## config.mk

```make
export PLATFORM = sky130hd
export DESIGN_NAME = gcd_ctrl
export DESIGN_NICKNAME = d
export VERILOG_FILES = /design/src/hw/rtl/gcd_pkg.sv /design/src/hw/rtl/gcd_ctrl.sv
export VERILOG_INCLUDE_DIRS = /design/src /design/src/hw/rtl
export SDC_FILE = /design/constraint.sdc
export NUM_CORES = 1
export LEC_CHECK = 0
export ABC_AREA = 0
export BUFFER_PORTS_ARGS = -buffer_cell sky130_fd_sc_hd__buf_2
export CAP_MARGIN = 30
export CELL_PAD_IN_SITES_DETAIL_PLACEMENT = 1
export CELL_PAD_IN_SITES_GLOBAL_PLACEMENT = 2
export CORE_AREA = 5 5 60 46
export DETAILED_ROUTE_END_ITERATION = 10
export DIE_AREA = 0 0 65 51
export PLACE_DENSITY_LB_ADDON = 0.1
export RECOVER_POWER = 50
export SLEW_MARGIN = 20
export SYNTH_ARGS = -nofsm -noshare
export SYNTH_HDL_FRONTEND = slang
export SYNTH_SLANG_ARGS = --single-unit
```

## constraint.sdc

```tcl
create_clock -name clock -period 3.3 [get_ports clock]
set_clock_uncertainty 0.2 [all_clocks]
set_input_delay 0.66 -clock clock [delete_from_list [all_inputs] [get_ports clock]]
set_output_delay 0.66 -clock clock [all_outputs]
set_load 0.05 [all_outputs]
```

## src/hw/rtl/graph_cycle_detector_macros.svh

```systemverilog
// assertion macros shared by the cycle detector modules
`ifndef GRAPH_CYCLE_DETECTOR_MACROS_SVH
`define GRAPH_CYCLE_DETECTOR_MACROS_SVH

// condition that holds at every clock edge outside reset
`define GCD_ASSERT(label, cond, msg) \
   label: assert property (@(posedge clock) disable iff (reset) (cond)) \
      else $error(msg);

// condition that, once seen, forces another one in the next cycle
`define GCD_ASSERT_NEXT(label, ante, cons, msg) \
   label: assert property (@(posedge clock) disable iff (reset) (ante) |=> (cons)) \
      else $error(msg);

`endif

```

## src/hw/rtl/gcd_pkg.sv

```systemverilog
// shared constants, types and a helper function of the cycle detector
package gcd_pkg;

   localparam int NODE_W  = 6;
   localparam int SLOTS   = 2 ** NODE_W;
   localparam int DEPTH_W = NODE_W + 1;
   localparam int FUNC_W  = 2;
   localparam int NODES   = 64;

   localparam logic [SLOTS-1:0] NODE_MASK = {SLOTS{1'b1}} >> (SLOTS - NODES);

   localparam logic [FUNC_W-1:0] FUNC_ADD    = 2'd0;
   localparam logic [FUNC_W-1:0] FUNC_REMOVE = 2'd1;
   localparam logic [FUNC_W-1:0] FUNC_QUERY  = 2'd2;

   typedef struct packed {
      logic upd_read;
      logic upd_add;
      logic upd_write;
      logic q_init;
      logic root_skip;
      logic root_push;
      logic cand_push;
      logic pop;
      logic top_load;
      logic finish;
   } gcd_cmd_type;

   typedef struct packed {
      logic req_in_range;
      logic root_done;
      logic root_visited;
      logic hit;
      logic cand_any;
      logic depth_one;
   } gcd_status_type;

   // index of the lowest set bit, zero when none is set
   function automatic logic [NODE_W-1:0] lowest_set(input logic [SLOTS-1:0] v);
      logic [NODE_W-1:0] k;
      k = '0;
      for (int i = SLOTS - 1; i >= 0; i--) begin
         if (v[i]) begin
            k = NODE_W'(i);
         end
      end
      return k;
   endfunction

endpackage

```

## src/hw/rtl/gcd_ctrl.sv

```systemverilog
// controller: sequences edge updates and the depth-first search, holds the response
`include "graph_cycle_detector_macros.svh"

module gcd_ctrl (
   input  logic                         clock,
   input  logic                         reset,
   input  logic                         req_valid,
   input  logic [gcd_pkg::FUNC_W-1:0]   req_func,
   output logic                         req_ready,
   output logic                         rsp_valid,
   output logic                         rsp_cycle_found,
   input  logic                         rsp_ready,
   input  gcd_pkg::gcd_status_type      status,
   output gcd_pkg::gcd_cmd_type         cmd
);

   localparam logic [2:0] S_IDLE   = 3'd0;
   localparam logic [2:0] S_UPD    = 3'd1;
   localparam logic [2:0] S_QINIT  = 3'd2;
   localparam logic [2:0] S_ROOT   = 3'd3;
   localparam logic [2:0] S_EXPAND = 3'd4;
   localparam logic [2:0] S_POPTOP = 3'd5;
   localparam logic [2:0] S_DONE   = 3'd6;

   logic [2:0] state_ff, state_in;
   logic       found_ff, found_in;
   logic       rsp_valid_ff, rsp_valid_in;
   logic       rsp_data_ff, rsp_data_in;

   assign req_ready       = (state_ff == S_IDLE);
   assign rsp_valid       = rsp_valid_ff;
   assign rsp_cycle_found = rsp_data_ff;

   always_comb begin
      state_in     = state_ff;
      found_in     = found_ff;
      rsp_valid_in = rsp_valid_ff && !rsp_ready;
      rsp_data_in  = rsp_data_ff;
      cmd          = '0;
      unique case (state_ff)
         S_IDLE: begin
            if (req_valid) begin
               unique case (req_func) inside
                  gcd_pkg::FUNC_ADD, gcd_pkg::FUNC_REMOVE: begin
                     if (status.req_in_range) begin
                        cmd.upd_read = 1'b1;
                        cmd.upd_add  = (req_func == gcd_pkg::FUNC_ADD);
                        state_in     = S_UPD;
                     end
                  end
                  gcd_pkg::FUNC_QUERY: state_in = S_QINIT;
                  default: state_in = S_IDLE;
               endcase
            end
         end
         S_UPD: begin
            cmd.upd_write = 1'b1;
            state_in      = S_IDLE;
         end
         S_QINIT: begin
            cmd.q_init = 1'b1;
            state_in   = S_ROOT;
         end
         S_ROOT: begin
            if (status.root_done) begin
               found_in = 1'b0;
               state_in = S_DONE;
            end else if (status.root_visited) begin
               cmd.root_skip = 1'b1;
            end else begin
               cmd.root_push = 1'b1;
               state_in      = S_EXPAND;
            end
         end
         S_EXPAND: begin
            if (status.hit) begin
               found_in = 1'b1;
               state_in = S_DONE;
            end else if (status.cand_any) begin
               cmd.cand_push = 1'b1;
            end else begin
               cmd.pop  = 1'b1;
               state_in = status.depth_one ? S_ROOT : S_POPTOP;
            end
         end
         S_POPTOP: begin
            cmd.top_load = 1'b1;
            state_in     = S_EXPAND;
         end
         S_DONE: begin
            if (!rsp_valid_ff || rsp_ready) begin
               rsp_valid_in = 1'b1;
               rsp_data_in  = found_ff;
               cmd.finish   = 1'b1;
               state_in     = S_IDLE;
            end
         end
         default: state_in = S_IDLE;
      endcase
   end

   always_ff @(posedge clock) begin
      if (reset) begin
         state_ff     <= S_IDLE;
         rsp_valid_ff <= 1'b0;
      end else begin
         state_ff     <= state_in;
         rsp_valid_ff <= rsp_valid_in;
      end
   end

   always_ff @(posedge clock) begin
      found_ff    <= found_in;
      rsp_data_ff <= rsp_data_in;
   end

   `GCD_ASSERT_NEXT(a_upd_two_steps, state_ff == S_UPD, state_ff == S_IDLE, "edge update did not return to idle")
   `GCD_ASSERT_NEXT(a_rsp_from_done, state_ff != S_DONE && !rsp_valid_ff, !rsp_valid_ff, "response raised outside the done step")

endmodule

```

# Word-level counts from Yosys, hierarchy flattened
# Cells that the tools add are included.
# Widths: inputs -> output; s select.
[totals]
ff_bits = 6
input_bits = 12
wordCells = 62
[op_classes]
n_eq_ne = 15
n_mux = 32
n_reduce_logical = 11
[ops]
columns = ["op", "count"]
rows = [
  ["$mux 3", 8],
  ["$pmux 3 s6", 1],
  ["$mux 2", 8],
  ["$mux 1", 13],
  ["$eq 3x3->1 const B", 3],
  ["$ne 3x3->1 const B", 3],
  ["$ne 2x2->1 const B", 4],
  ["$eq 3x2->1 const B", 2],
  ["$pmux 3 s2", 1],
  ["$reduce_and 5->1", 1],
  ["$eq 3x1->1 const B", 1],
  ["$logic_not 3->1", 1],
  ["$reduce_and 3->1", 1],
  ["$eq 2x1->1 const B", 1],
  ["$eq 2x2->1 const B", 1],
  ["$logic_not 1->1", 2],
  ["$logic_not 2->1", 1],
  ["$pmux 1 s2", 1],
  ["$reduce_and 2->1", 1],
  ["$reduce_bool 2->1", 1],
  ["$reduce_or 2->1", 1],
  ["$logic_and 1x1->1", 1],
  ["$logic_or 1x1->1", 1],
]

# Logic depth before layout (Yosys ltp)
# Gate-level depths: netlist of run 1.
[logic_depth]
depth_word = 5
ltp_mapped = 5
mapped_depth_nobuf = 4

# Worst setup path before layout of run 1
# No wires, ideal clock.
[synth_path]
kind = "input to output"
start = "input req_func[1] (netlist bit)"
end = "output cmd[8] (netlist bit)"
arrival_time_ns = 2.138
required_time_ns = 2.440
slack_ns = 0.302
path_stages = 3
path_cell_list = "nor4_1 -> and3_1 -> nor2b_1"
[synth_rtl]
columns = ["item", "line", "rtl"]
rows = [
  ["from (decl)", "gcd_ctrl.sv:8", "input logic [gcd_pkg::FUNC_W-1:0] req_func,"],
  ["to (decl)", "gcd_ctrl.sv:14", "output gcd_pkg::gcd_cmd_type cmd"],
]

==> results of run 1 <==
[routing by layer]
metal	share of wire	routed length [um]	track usage
met2	0.42	596	0.124
met4	0.014	20	0.0421
met1	0.49	696	0.110
met5	0	0	0
met3	0.076	108	0.0439
[worst paths after layout]
check              start               to  slack [ns]  cells past startpoint
max reg2reg  state_ff[0]      state_ff[1]        1.44                      4
max          state_ff[2]           cmd[3]        0.66                      3
min reg2reg     found_ff  rsp_cycle_found        0.23                      0
min             found_ff  rsp_cycle_found        0.23                      0
[cells by family after synthesis]
| logic type | count (synthesis) | share of synthesized area |
|---|---|---|
| flip-flops | 6 | 0.301 |
| buffers and inverters | 7 | 0.0753 |
| AO/OA/AOI/OAI | 14 | 0.212 |
| AND/OR/NAND/NOR | 33 | 0.411 |
[cells in the mapped netlist (2+ instances only)]
library cell  instances  area (um^2)
nor2b_1               7         43.8
nor3_1                7         35.0
a21oi_1               4         20.0
dfxtp_1               4         80.1
inv_1                 3         11.3
nand2_1               3         11.3
nor2_1                3         11.3
and2_1                2         12.5
and3_1                2         12.5
clkbuf_1              2         7.51
edfxtp_1              2         60.1
nand2b_1              2         12.5
o21ai_0               2         10.0
[registers in the layout, summed over array words and instances, names as in the netlist]
name / count
found_ff: 1
rsp_cycle_found: 1
rsp_valid: 1
state_ff: 3
[power by group through the flow]
stage / registers [W] / clock network (W) / logic, W
detailed placement: 0.000117 / 0 / 0.000155
CTS: 0.000115 / 0.0000780 / 0.000156
finish: 0.000115 / 0.0000734 / 0.000154
floorplan: 0.0000929 / 0 / 0.000144
global placement: 0.000118 / 0 / 0.000158
global route: 0.000118 / 0.0000854 / 0.000165
[final cells by class]
cell class	count	share of cell area
multi-input cells	47	0.472
flip-flops and latches	6	0.228
repair buffers	24	0.191
well taps	24	0.0488
clock buffers	4	0.0427
inverters	3	0.0183
[metrics by stage]
stage                     total power, W  hold WS, ns  area, um^2  std cells  utilization
after floorplan                 0.000237        0.200         465         60            -
after global placement          0.000276        0.201         592        104        0.284
after detailed placement        0.000272        0.215         592        104        0.284
after CTS                       0.000349        0.229         618        108        0.297
after global routing            0.000368        0.236         616        108        0.295
final                           0.000342        0.225         616        108        0.295
==> run summary, run 1 <==
outcome: finished, final reports clean
global-route wire length before repair: 2210 um
Worst VDD drop: 0.147 mV
asr flop ratio synth: 0
fmax: 378 MHz
Initial DRC Count: 16
CP max FO: 13
crit path cell chain: nor4b_1, and2_0, buf_2
number of synthesized flops with an enable pin: 2
Remaining DRCs: 0
HP Class: flip-flop to flip-flop
Max stage delay on crit path: 0.57 ns
Final WS setup: 0.658 ns
commonest non-fill, non-tap cell in the layout: buf_2
Syn Std Cell Area: 465 um^2
CP required: 2.44 ns
critical path arrival: 1.78 ns
root buf cell: clkbuf_4
sequential fraction of the synthesis area: 0.301
setup bufs post-CTS: 0
CTS tree: done
Crit. End Element: output port
max_cap viols: 0
Flop pwr share: 0.336
Int Power: 0.000183 W
Area growth syn-to-layout: 32.3%
Multi-input gate area: 290 um^2
ratio of cells with drive above 1 in the final layout: 0.321
Final Max Slew Viols: 0
Ports: 25
critical path type: flip-flop to output port
Comb power frac: 0.450
WL final: 1420 um
clock slew seen by the registers of the worst setup and hold paths: 0.05 ns
hold buffers post-CTS: 0
DPL Wire Length: 1110 um
Synthesized Nets: 72
initial antenna violation count: 0
count of different cell masters after synthesis: 30
min Tclk post-route: 2.64 ns
Slew HR: 0.602
Yosys reg bits: 6
CTS H-tree depth: 1
commonest cells after routing, fill and taps aside: 22 x buf_2, 7 x nor3_1, 7 x nor2b_1
Initial Util: 0.223
Ys Warns: 0
worst-skew pair later-pin latency: 0.25 ns
Die H: 51 um
post-cts resize count: 0
CTS buffer count: 3
CP Launch Type: flip-flop
area of the core: 2080 um^2
cell family with most CP delay: simple AND/OR/NAND/NOR gates
RSZ-0062 raised after global routing: no
Avg Inst Size Synth: 7.76 um^2
largest net degree at the start of global routing: 19
row cnt: 14
drt first pass iters: 4
die area: 3320 um^2
via count: 525
register area: 140 um^2
Routed wire per std cell: 13.2 um
Fin Setup TNS: 0 ns
Setup WS pre-CTS: 0.746 ns
nets: 97
clk sinks: 6
Vias/cell: 4.86
global placer's final weighted congestion: 0.708
Layout fillers: 270
Switch Pwr: 0.000160 W
Worst-Margin Slew: 0.600 ns
slowest stage cell, crit path: dfxtp_1
Pleak: 0.280 nW
Buf/Inv on CP: 1
post-route ant nets: 0
Chip Width: 65 um
Syn Inst Count: 60
ys flop type: dfxtp_1
sw frac: 0.466
final hold violation count: 0
CTS Buffer Depth: 2
GRT Residual Overflow: 0
antenna cells: 0
vias in the first global route: 510
count of final setup violators: 0
Tcrit/Tclk final: 0.801
pwr/cell area: 556 nW/um^2
Total GRT Usage: 0.0877
Port Buffers: 24
clock share of power: 0.214
Power figures use the tool's default switching activity.
==> inputs of run 2 (changes only) <==
--- a/config.mk
+++ b/config.mk
@@ -11,9 +11,9 @@
 export CAP_MARGIN = 30
 export CELL_PAD_IN_SITES_DETAIL_PLACEMENT = 1
 export CELL_PAD_IN_SITES_GLOBAL_PLACEMENT = 2
-export CORE_AREA = 5 5 60 46
+export CORE_AREA = 5 5 66 50
 export DETAILED_ROUTE_END_ITERATION = 10
-export DIE_AREA = 0 0 65 51
+export DIE_AREA = 0 0 71 55
 export PLACE_DENSITY_LB_ADDON = 0.1
 export RECOVER_POWER = 50
 export SLEW_MARGIN = 20
==> constraint.sdc (replaced) <==
create_clock -name clock -period 2.3 [get_ports clock]
set_clock_uncertainty 0.2 [all_clocks]
set_input_delay 0.46 -clock clock [delete_from_list [all_inputs] [get_ports clock]]
set_output_delay 0.46 -clock clock [all_outputs]
set_load 0.05 [all_outputs]
==> run 2 against run 1 <==
Non-clock buffer count increased by 5. Die area increased by 18%. Sequential share of layout area decreased by 3.0 points. Core utilization decreased by 2.6 points. Cell count increased by 16%.
==> run summary, run 2 (same netlist as run 1, synthesis figures left out) <==
HP Class: flip-flop to flip-flop
Critical R2R Launch: state_ff[1]
global-route wire length before repair: 2490 um
Ports: 25
root buf cell: clkbuf_8
Worst VDD drop: 0.153 mV
count of final setup violators: 0
vias in the first global route: 525
Routed wire per std cell: 12.6 um
global placer's final weighted congestion: 0.706
Remaining DRCs: 0
die area: 3910 um^2
row cnt: 16
Slew HR: 0.606
Hold Crit Start: found_ff
Tcrit/Tclk final: 0.968
CP startpoint: state_ff[2]
FF-to-FF End: state_ff[0]
min Tclk post-route: 2.23 ns
max_cap viols: 0
critical path type: flip-flop to output port
Area growth syn-to-layout: 52.7%
Port Buffers: 24
initial antenna violation count: 0
Total GRT Usage: 0.0862
DPL Wire Length: 1300 um
Pleak: 0.323 nW
worst-skew pair later-pin latency: 0.23 ns
Crit. End Element: output port
pwr/cell area: 834 nW/um^2
outcome: finished, final reports clean
clock slew seen by the registers of the worst setup and hold paths: 0.04 ns
CP required: 1.64 ns
via count: 537
clk sinks: 6
nets: 102
final hold violation count: 0
commonest non-fill, non-tap cell in the layout: buf_2
drt first pass iters: 2
R2R Setup Slk: 0.49 ns
Vias/cell: 4.30
CTS buffer count: 3
commonest cells after routing, fill and taps aside: 22 x buf_2, 6 x nor2b_1, 5 x buf_4
cell family with most CP delay: simple AND/OR/NAND/NOR gates
Worst-Margin Slew: 0.594 ns
Buf/Inv on CP: 2
CTS Buffer Depth: 2
crit path cell chain: buf_4, nor4_1, and3_1, nor2b_2, buf_2
Placed Instances: 121
number of flip-flops in the largest register: 3
hold path depth: 0
RSZ-0062 raised after global routing: no
Chip Width: 71 um
Final Max Slew Viols: 0
Initial DRC Count: 20
CP Launch Type: flip-flop
Top reg by flops: state_ff
CTS tree: done
area of the core: 2640 um^2
critical path arrival: 1.57 ns
WL final: 1580 um
ratio of cells with drive above 1 in the final layout: 0.416
Max stage delay on crit path: 0.31 ns
CP max FO: 7
slowest stage cell, crit path: dfxtp_1
fmax: 449 MHz
worst r2r path cells: 5
setup bufs post-CTS: 0
largest net degree at the start of global routing: 11
GRT Residual Overflow: 0
Finished Layout Cells: 125
Die H: 55 um
Fin Setup TNS: 0 ns
post-route ant nets: 0
WHS Endpoint: rsp_cycle_found
antenna cells: 0
Initial Util: 0.176
CTS H-tree depth: 1
[run 2: changes by cell type in the layout (fill, tap and decap cells not counted), sizes merged]
cell,before,now
buf,22,27
[run 2: how the worst max path moves through the flow]
stage / to / depth (start not counted)
after global placement: cmd[3] / 4
after global routing: cmd[8] / 5
after detailed placement: cmd[3] / 4
after CTS: cmd[3] / 3
after floorplan: cmd[8] / 4
final: cmd[8] / 5
[run 2: area by class of cell]
cell class / instances / area, um^2
Tap cell: 36 / 45.0
Clock buffer: 4 / 45.0
Multi-Input combinational cell: 47 / 314
Timing Repair Buffer: 29 / 155
Fill cell: 342 / 1930
Inverter: 3 / 11.3
Sequential cell: 6 / 140
[run 2: repair_timing]
action / in CTS / in global routing
hold buffers: 0 / 0
setup endpoints to repair: 0 / 1
resized for setup: 0 / 1
hold endpoints to repair: 0 / 0
[run 2: worst reg2reg max path: stages, from the launching register on]
cell and delay, ns:
dfxtp_1 0.36, buf_4 0.20, or3_1 0.37, a21oi_1 0.30, nor3_1 0.12, nor3b_1 0.15
[run 2: metal layers]
layer  part of all wire  up-vias  routed length (um)  GRT usage
met1               0.52      238                 825      0.116
met3              0.055        4                  87     0.0325
met2               0.40       19                 638      0.118
met5                  0        -                   0          0
met4              0.019        0                  30     0.0469
li1                   -      276                   -          -
[run 2: report_power, final]
group | internal, W | switching (W)
sequential | 0.000122 | 0.0000157
clock | 0.000120 | 0.0000536
combinational | 0.0000969 | 0.000185
total | 0.000339 | 0.000254
[run 2: stage by stage]
step                setup WS [ns]   util  power [W]  hold WS (ns)  instance area [um^2]
floorplan                  -0.121      -   0.000346         0.200                   483
global placement            0.172  0.250   0.000431         0.212                   662
detailed placement         0.0776  0.250   0.000423         0.230                   662
CTS                        0.0135  0.268   0.000602         0.240                   707
global route              0.00610  0.269   0.000633         0.257                   711
finish                     0.0734  0.269   0.000593         0.237                   711
==> inputs of run 3 (changes only) <==
--- a/config.mk
+++ b/config.mk
@@ -11,9 +11,10 @@
 export CAP_MARGIN = 30
 export CELL_PAD_IN_SITES_DETAIL_PLACEMENT = 1
 export CELL_PAD_IN_SITES_GLOBAL_PLACEMENT = 2
-export CORE_AREA = 5 5 66 50
+export CORE_AREA = 5 5 56 58
 export DETAILED_ROUTE_END_ITERATION = 10
-export DIE_AREA = 0 0 71 55
+export DIE_AREA = 0 0 61 63
+export MAX_ROUTING_LAYER = met4
 export PLACE_DENSITY_LB_ADDON = 0.1
 export RECOVER_POWER = 50
 export SLEW_MARGIN = 20
==> run 3 against run 2 <==
Global-route usage is 1.4 points higher. Via count rose by 1.9%. Core utilization shrank 0.58 points. Critical path type unchanged. First-iteration DRC count fell by 50%. Clock power fell by 34%. Setup slack better by 0.035 ns. Critical path depth did not move. Sequential share of layout area up 0.83 points. Largest cell class unchanged. Sequential power is 9% higher. Sequential cell count unchanged. Routed wire length increased by 3.5%. Critical endpoint is now cmd[4]. Cell count down 4.8%.
==> run summary, run 3 (same netlist as run 1, synthesis figures left out) <==
outcome: finished, final reports clean
hold buffers post-CTS: 0
vias in the first global route: 593
critical path arrival: 1.53 ns
Crit. End Element: output port
register area: 141 um^2
Tcrit/Tclk final: 0.953
clk sinks: 6
crit path cell chain: buf_4, nor2b_1, nand2_1, nor3_2, buf_2
CTS tree: done
Finished Layout Cells: 119
setup bufs post-CTS: 0
root buf cell: clkbuf_4
Multi-input gate area: 320 um^2
Final Max Slew Viols: 0
row cnt: 19
HP Class: input pin to flip-flop
die area: 3840 um^2
DPL Wire Length: 1290 um
Total GRT Usage: 0.100
area of the core: 2620 um^2
global-route wire length before repair: 2750 um
Initial DRC Count: 10
commonest cells after routing, fill and taps aside: 21 x buf_2, 6 x nor2b_1
antenna cells: 0
Max stage delay on crit path: 0.37 ns
pwr/cell area: 777 nW/um^2
nets: 101
initial antenna violation count: 0
Top reg by flops: state_ff
number of flip-flops in the largest register: 3
largest net degree at the start of global routing: 16
GRT Residual Overflow: 0
via count: 547
final hold violation count: 0
CP required: 1.64 ns
max_cap viols: 0
Fin Setup TNS: 0 ns
min Tclk post-route: 2.19 ns
Port Buffers: 24
worst-skew pair later-pin latency: 0.26 ns
post-cts resize count: 2
Area growth syn-to-layout: 47.8%
CTS Buffer Depth: 2
clock slew seen by the registers of the worst setup and hold paths: 0.06 ns
critical path type: flip-flop to output port
Slew HR: 0.604
Remaining DRCs: 0
fmax: 456 MHz
commonest non-fill, non-tap cell in the layout: buf_2
Ports: 25
Pleak: 0.310 nW
slowest stage cell, crit path: dfxtp_1
Chip Width: 61 um
CTS buffer count: 3
ratio of cells with drive above 1 in the final layout: 0.432
RSZ-0062 raised after global routing: no
CP max FO: 8
Initial Util: 0.178
Layout fillers: 331
global placer's final weighted congestion: 0.653
Worst-Margin Slew: 0.597 ns
CP Launch Type: flip-flop
count of final setup violators: 0
post-route ant nets: 0
Vias/cell: 4.60
Placed Instances: 115
WL final: 1640 um
Die H: 63 um
CTS H-tree depth: 1
drt first pass iters: 4
Worst VDD drop: 0.244 mV
Routed wire per std cell: 13.8 um
[run 3: worst max-delay path: cells and delay by family (launching register included)]
family / cells / cell delay (ns)
AND/OR/NAND/NOR: 3 / 0.44
flip-flops: 1 / 0.37
buffers and inverters: 2 / 0.47
[run 3: through the flow]
stage / area (um^2) / power, W / hold WS [ns] / util / setup WS (ns)
global route: 688 / 0.000576 / 0.215 / 0.263 / 0.00294
global placement: 648 / 0.000420 / 0.228 / 0.248 / 0.198
detailed placement: 648 / 0.000416 / 0.228 / 0.248 / 0.138
floorplan: 483 / 0.000346 / 0.200 / - / -0.121
finish: 688 / 0.000535 / 0.229 / 0.263 / 0.109
CTS: 687 / 0.000543 / 0.227 / 0.263 / 0.00462
[run 3: power by group]
part           switching [W]  internal, W  leakage, nW
registers          0.0000276     0.000123       0.0522
clock network      0.0000490    0.0000664       0.0150
logic               0.000176    0.0000933        0.242
[run 3: routing by layer]
metal | global-route usage | share of wire
met5 | - | 0
met4 | 0.0650 | 0.027
met3 | 0.0248 | 0.061
met2 | 0.148 | 0.47
met1 | 0.118 | 0.44
[run 3: path summary, 6_finish.rpt]
path | from | end | slack [ns] | depth (start not counted)
min | reset | state_ff[1] | 0.23 | 2
min reg2reg | found_ff | rsp_cycle_found | 0.24 | 0
max | state_ff[2] | cmd[4] | 0.11 | 5
max reg2reg | state_ff[0] | state_ff[1] | 0.45 | 5
[run 3: area by class of cell]
type	count	area share
clock buffer	4	0.0382
inverter	3	0.0164
multi-input combinational	47	0.465
sequential	6	0.205
tap	31	0.0564
timing repair buffer	28	0.218
